## config.mk

```make
export PLATFORM = sky130hd
export DESIGN_NAME = cfoc_argmax
export DESIGN_NICKNAME = d
export VERILOG_FILES = /design/src/rtl/core/cube_face_orientation_classifier_core_defines.svh /design/src/rtl/core/cfoc_pkg.sv /design/src/rtl/core/cfoc_argmax.sv
export SDC_FILE = /design/constraint.sdc
export NUM_CORES = 1
export LEC_CHECK = 0
export BUFFER_PORTS_ARGS = -buffer_cell sky130_fd_sc_hd__buf_2
export CAP_MARGIN = 0
export CELL_PAD_IN_SITES_DETAIL_PLACEMENT = 2
export CELL_PAD_IN_SITES_GLOBAL_PLACEMENT = 2
export CORE_ASPECT_RATIO = 0.9
export CORE_MARGIN = 4
export CORE_UTILIZATION = 30
export DETAILED_ROUTE_END_ITERATION = 8
export GPL_ROUTABILITY_DRIVEN = 0
export GPL_TIMING_DRIVEN = 0
export PLACE_DENSITY_LB_ADDON = 0.12
export SYNTH_ARGS = -nofsm -noshare
export SYNTH_HDL_FRONTEND = slang
export SYNTH_SLANG_ARGS = --single-unit
```

## constraint.sdc

```tcl
create_clock -name vclk -period 10.2
set_input_delay 1.02 -clock vclk [all_inputs]
set_output_delay 1.02 -clock vclk [all_outputs]
set_load 0.03 [all_outputs]
```

## src/rtl/core/cube_face_orientation_classifier_core_defines.svh

```systemverilog
// Assertion macros shared by the cube face orientation classifier RTL
`ifndef CUBE_FACE_ORIENTATION_CLASSIFIER_CORE_DEFINES_SVH
`define CUBE_FACE_ORIENTATION_CLASSIFIER_CORE_DEFINES_SVH

`ifndef SYNTHESIS

// Same-cycle implication, sampled on clk, quiet during rst
`define CFOC_ASSERT_NOW(label, ante, cons) \
  label: assert property (@(posedge clk) disable iff (rst) (ante) |-> (cons)) \
    else $error("cfoc check failed");

// Next-cycle implication, sampled on clk, quiet during rst
`define CFOC_ASSERT_NEXT(label, ante, cons) \
  label: assert property (@(posedge clk) disable iff (rst) (ante) |=> (cons)) \
    else $error("cfoc check failed");

`else

`define CFOC_ASSERT_NOW(label, ante, cons)
`define CFOC_ASSERT_NEXT(label, ante, cons)

`endif

`endif

```

## src/rtl/core/cfoc_pkg.sv

```systemverilog
// Shared types and constant tables for the cube face orientation classifier
package cfoc_pkg;

  localparam int NUM_FACES   = 6;
  localparam int FACE_IDX_W  = 3;
  localparam int OUT_TDATA_W = 24;

  typedef logic [FACE_IDX_W-1:0] face_idx_t;

  // Highest legal face or position index
  localparam face_idx_t FACE_LAST = 3'd5;

  // Face/position order: +z, -x, -y, +x, +y, -z
  localparam logic [1:0] FACE_AXIS [NUM_FACES] = '{2'd2, 2'd0, 2'd1, 2'd0, 2'd1, 2'd2};
  localparam logic       FACE_NEG  [NUM_FACES] = '{1'b0, 1'b1, 1'b1, 1'b0, 1'b0, 1'b1};

endpackage

```

## src/rtl/core/cfoc_argmax.sv

```systemverilog
// Six-way signed maximum search, lowest index wins on a tie
module cfoc_argmax #(
  parameter int VAL_W = 34
) (
  input  logic signed [VAL_W-1:0] cand [cfoc_pkg::NUM_FACES],
  output cfoc_pkg::face_idx_t     best
);

  logic signed [VAL_W-1:0] v01, v23, v45, v03;
  cfoc_pkg::face_idx_t     i01, i23, i45, i03;

  // Reduce in a short tree; the later operand only wins when strictly greater
  always_comb begin
    if (cand[1] > cand[0]) begin
      v01 = cand[1]; i01 = 3'd1;
    end else begin
      v01 = cand[0]; i01 = 3'd0;
    end
    if (cand[3] > cand[2]) begin
      v23 = cand[3]; i23 = 3'd3;
    end else begin
      v23 = cand[2]; i23 = 3'd2;
    end
    if (cand[5] > cand[4]) begin
      v45 = cand[5]; i45 = 3'd5;
    end else begin
      v45 = cand[4]; i45 = 3'd4;
    end
    if (v23 > v01) begin
      v03 = v23; i03 = i23;
    end else begin
      v03 = v01; i03 = i01;
    end
    if (v45 > v03) begin
      best = i45;
    end else begin
      best = i03;
    end
  end

endmodule

```

# Yosys cells after proc, flatten, opt, wreduce, memory -nomap -nowiden
# Index checks and enable logic that the tools add are counted.
# classes
muxes	9
n_lt_le_gt_ge	5
# op_table
op	n
$gt A34 B34 Y1	5
$mux W34	4
$mux W3	2
$mux W1	3
# totals
output_inout_bits	3
ff_bits	0
in_bits	204
word_cells	14

# Longest topological paths before layout
# logic_depth
ltp_word	6
ltp_mapped	36
ltp_nobuf	32

# Worst setup path before layout
# Ideal clock, no wire load.
# synth_path
kind	input port to output port
startpoint	in cand[135] in the netlist's numbering
endpoint	out best[1]
n_path_buf	4
path_slack_ns	0.357
required_time_ns	9.180
arrival_time_ns	8.823
path_stages	34
cell_sequence	inv_1 > ha_1 > nand4_1 > nor4_1 > nand2_1 > o221ai_1 > nor2_1 > o21ai_0 > clkbuf_1 > clkbuf_1 > mux2i_1 > inv_1 > ha_1 > a211oi_1 > o21ai_0 > a211oi_1 > a21boi_0 > o31ai_1 > and2_1 > a31o_1 > or3_1 > clkbuf_1 > a21oi_4 > buf_6 > mux2_1 > ha_1 > a21o_1 > a21o_1 > a21oi_1 > o311ai_0 > a211o_1 > a31oi_1 > a31oi_1 > nor3_1
# synth_via
elab_chain_len	6
elab_cells_between_ends	7
# synth_rtl
element	line	rtl
start, declared	cfoc_argmax.sv:5	input logic signed [VAL_W-1:0] cand [cfoc_pkg::NUM_FACES],
$gt A34 B34 Y1	cfoc_argmax.sv:19	if (cand[3] > cand[2]) begin
$mux W34 (*)	cfoc_argmax.sv:19	
$gt A34 B34 Y1	cfoc_argmax.sv:29	if (v23 > v01) begin
$mux W34	cfoc_argmax.sv:29	
$gt A34 B34 Y1	cfoc_argmax.sv:34	if (v45 > v03) begin
$mux W3 (*)	cfoc_argmax.sv:34	
end, declared	cfoc_argmax.sv:6	output cfoc_pkg::face_idx_t best
# Mark *: on every way between the ends. The rest lies on a longest branch, timed or not.

# Worst setup path in the final report
# layout_path
startpoint	in cand[100] in the netlist's numbering
endpoint	out best[0]
# layout_via
elab_chain_len	6
elab_cells_between_ends	8
# layout_rtl
element	line
$gt A34 B34 Y1	cfoc_argmax.sv:19
$mux W34	cfoc_argmax.sv:19
$gt A34 B34 Y1	cfoc_argmax.sv:29
$mux W34	cfoc_argmax.sv:29
$gt A34 B34 Y1	cfoc_argmax.sv:34
$mux W3 (*)	cfoc_argmax.sv:34
# Marks and branches as above.

==> flow_summary.toml <==
[critical_path]
cp_slowest_cell = "a221oi_2"
critPathLaunchType = "input pin"
cp-end-kind = "output port"
startpoint = "cand[100]"
critPathRequiredTime_ns = 9.18
crit_path_end = "best[0]"
worst-path-max-fanout = 10
critPathArrivalTime_ns = 8.84
path_class = "input pin to output port"
critical-path-max-stage-delay_ns = 0.44

[grt]
antenna_found_initial = 0
grt_pass1_wl_um = 36500
top_usage_layer = "met2"
grt_usage = 0.202
grt_use_met2 = 0.370
grt.met3_usage = 0.0103
grt_pass1_vias = 7032
grt_overflow = 0
use_met1 = 0.275
grt_max_degree = 11

[timing]
period_minus_slack_ns = 9.86
finalSetupTns_ns = 0
drv_slew = 0
finalHoldViolCount = 0
setup_viol = 0
tightest_slew_ns = 0.872
period_share = 0.967
max_slew_margin = 0.411
fmax_mhz = 101

[power]
ir_drop_v = 0.0000329
leakage_nw = 4.49
p_per_area_nw_per_um2 = 105

[synth]
synth_mux_area_frac = 0.237
synth-compound-area-share = 0.177
yosysUniqueCellTypes = 51
syn_inst = 768
synth-warning-count = 0
synth-adder-area-share = 0.353
syn_area_um2 = 6000
synth_top_family_by_area = "adder cells"
yosys.area_share.simple = 0.126
syn_avg_cell_area_um2 = 7.81
yosysSeqAreaShare = 0
synth-xor-area-share = 0
synth_nets = 1141

[status]
outcome = "finished, final reports clean"

[routing]
drc_errors = 0
avgViaCountPerCell = 5.22
wl_um = 23500
wl_per_cell_um = 19.0
dr_total_vias = 6482
first_pass_iters = 4
ant_nets = 0
drt_iter0_drc = 149

[placed_design]
place_area_um2 = 7350
io_buffer_count = 207
placed_cells = 1225
hpwlAfterDp_um = 21300

[floorplanning]
fp.dieW_um = 157
pin_count = 207
die-area_um2 = 22300
dieHeight_um = 142
num_rows = 48
core_um2 = 19400
initial_utilization = 0.309

[final_layout]
nClkBuffers = 0
stdcell_area_um2 = 7790
n_sequential_cell = 0
drive_gt1_frac = 0.311
finalNonFillerCells = 1241
regArea_um2 = 0
diodes = 0
areaGrowthSynthToFinish_pct = 29.8
n_fill_cell = 2308
nets = 1366

[min_path]
hold_class = "input pin to output port"

[job]
maxCapViolations = 0
==> placed cells by master, fill, tap and decap left out, types with 5 or more instances in the layout <==
cell / n
mux2i_4: 5
o21ai_0: 20
ha_1: 168
inv_1: 148
nor2_1: 23
mux2_2: 37
nand2_1: 27
a21o_1: 37
o211ai_1: 6
buf_4: 18
nand4_1: 42
a21oi_1: 50
mux2i_2: 6
buf_2: 206
nand3_1: 12
mux2i_1: 57
nor3_1: 7
mux2_1: 29
and2_1: 6
==> cells in the mapped netlist, types with 2 or more instances <==
library cell	instances	share of area
clkbuf_1	10	0.0063
a31oi_1	2	0.0021
nor3b_1	2	0.0025
and4_1	3	0.0044
o31ai_1	2	0.0025
inv_1	148	0.093
o21a_1	4	0.0050
buf_6	3	0.0056
buf_1	2	0.0013
o311ai_0	3	0.0044
nand3b_1	2	0.0025
mux2_2	37	0.069
o211ai_1	6	0.0075
nand2b_1	3	0.0031
nor2b_1	4	0.0042
a21boi_0	2	0.0025
a221oi_1	2	0.0029
o221ai_1	2	0.0029
a211oi_1	6	0.0075
nor2_1	23	0.014
mux2i_1	68	0.11
ha_1	169	0.35
nor4_2	2	0.0042
and2_1	6	0.0063
a21o_1	37	0.046
a311oi_1	2	0.0029
a22oi_1	2	0.0025
nand2_1	27	0.017
nor3_1	7	0.0058
a21oi_1	54	0.045
o21ai_0	21	0.018
a2111o_1	2	0.0038
nor4_1	4	0.0042
and3_1	2	0.0021
nand4_1	42	0.044
mux2_1	29	0.054
a211o_1	3	0.0044
nand3_1	12	0.010
==> worst max-delay path: cells and delay by family <==
| family | cells | cell delay, ns |
|---|---|---|
| compound gates | 19 | 4.28 |
| simple gates | 4 | 0.80 |
| buf+inv | 8 | 1.15 |
| mux | 2 | 0.61 |
| fa+ha+maj | 3 | 0.97 |
==> routing by layer <==
layer / vias to the layer above / part of all wire
li1: 3250 / -
met1: 3094 / 0.47
met2: 130 / 0.49
met3: 8 / 0.038
met4: 0 / 0.0075
met5: - / 0
==> worst min path at each step <==
stage / slack, ns / endpoint / cells after the start / from
2_1_floorplan: 2.61 / best[2] / 5 / cand[33]
3_3_place_gp: 2.87 / best[2] / 5 / cand[67]
3_5_place_dp: 2.88 / best[2] / 5 / cand[33]
4_1_cts: 2.88 / best[2] / 5 / cand[33]
5_1_grt: 3.02 / best[2] / 6 / cand[33]
6_report: 2.95 / best[2] / 6 / cand[33]
==> cell families (layout without fill, tap and decap cells) <==
family,count (synthesis),after routing
buffers and inverters,164,387
AND/OR/NAND/NOR,141,141
multiplexers,134,134
adder cells (fa/ha/maj),169,169
AO/OA/AOI/OAI,160,160
==> report_power, final <==
group | switching, mW | internal [mW]
combinational | 0.434 | 0.382
sequential | 0 | 0
clock | 0 | 0
==> repair_timing <==
| action | CTS | global route |
|---|---|---|
| gates resized for setup | 32 | 41 |
| pin swaps | 5 | 13 |
| hold buffers | 0 | 0 |
| buffers inserted | 6 | 11 |
| setup endpoints to repair | 3 | 3 |
==> through the flow <==
stage          setup WS (ns)  utilization  power, mW  hold WS, ns
2_1_floorplan          0.357            -      0.501         2.61
3_3_place_gp           -1.37        0.379      0.722         2.87
3_5_place_dp           -1.48        0.379      0.741         2.88
4_1_cts               0.0349        0.388      0.766         2.88
5_1_grt              -0.0661        0.401      0.915         3.02
6_report               0.336        0.401      0.816         2.95
==> cell type report <==
type                       count  area (µm²)  share of cell area
buffer                        15         156              0.0201
inverter                     148         556              0.0713
multi-input combinational    604        5590               0.718
tap                          250         313              0.0402
timing repair buffer         224        1170               0.150
Power figures use the tool's default switching activity.
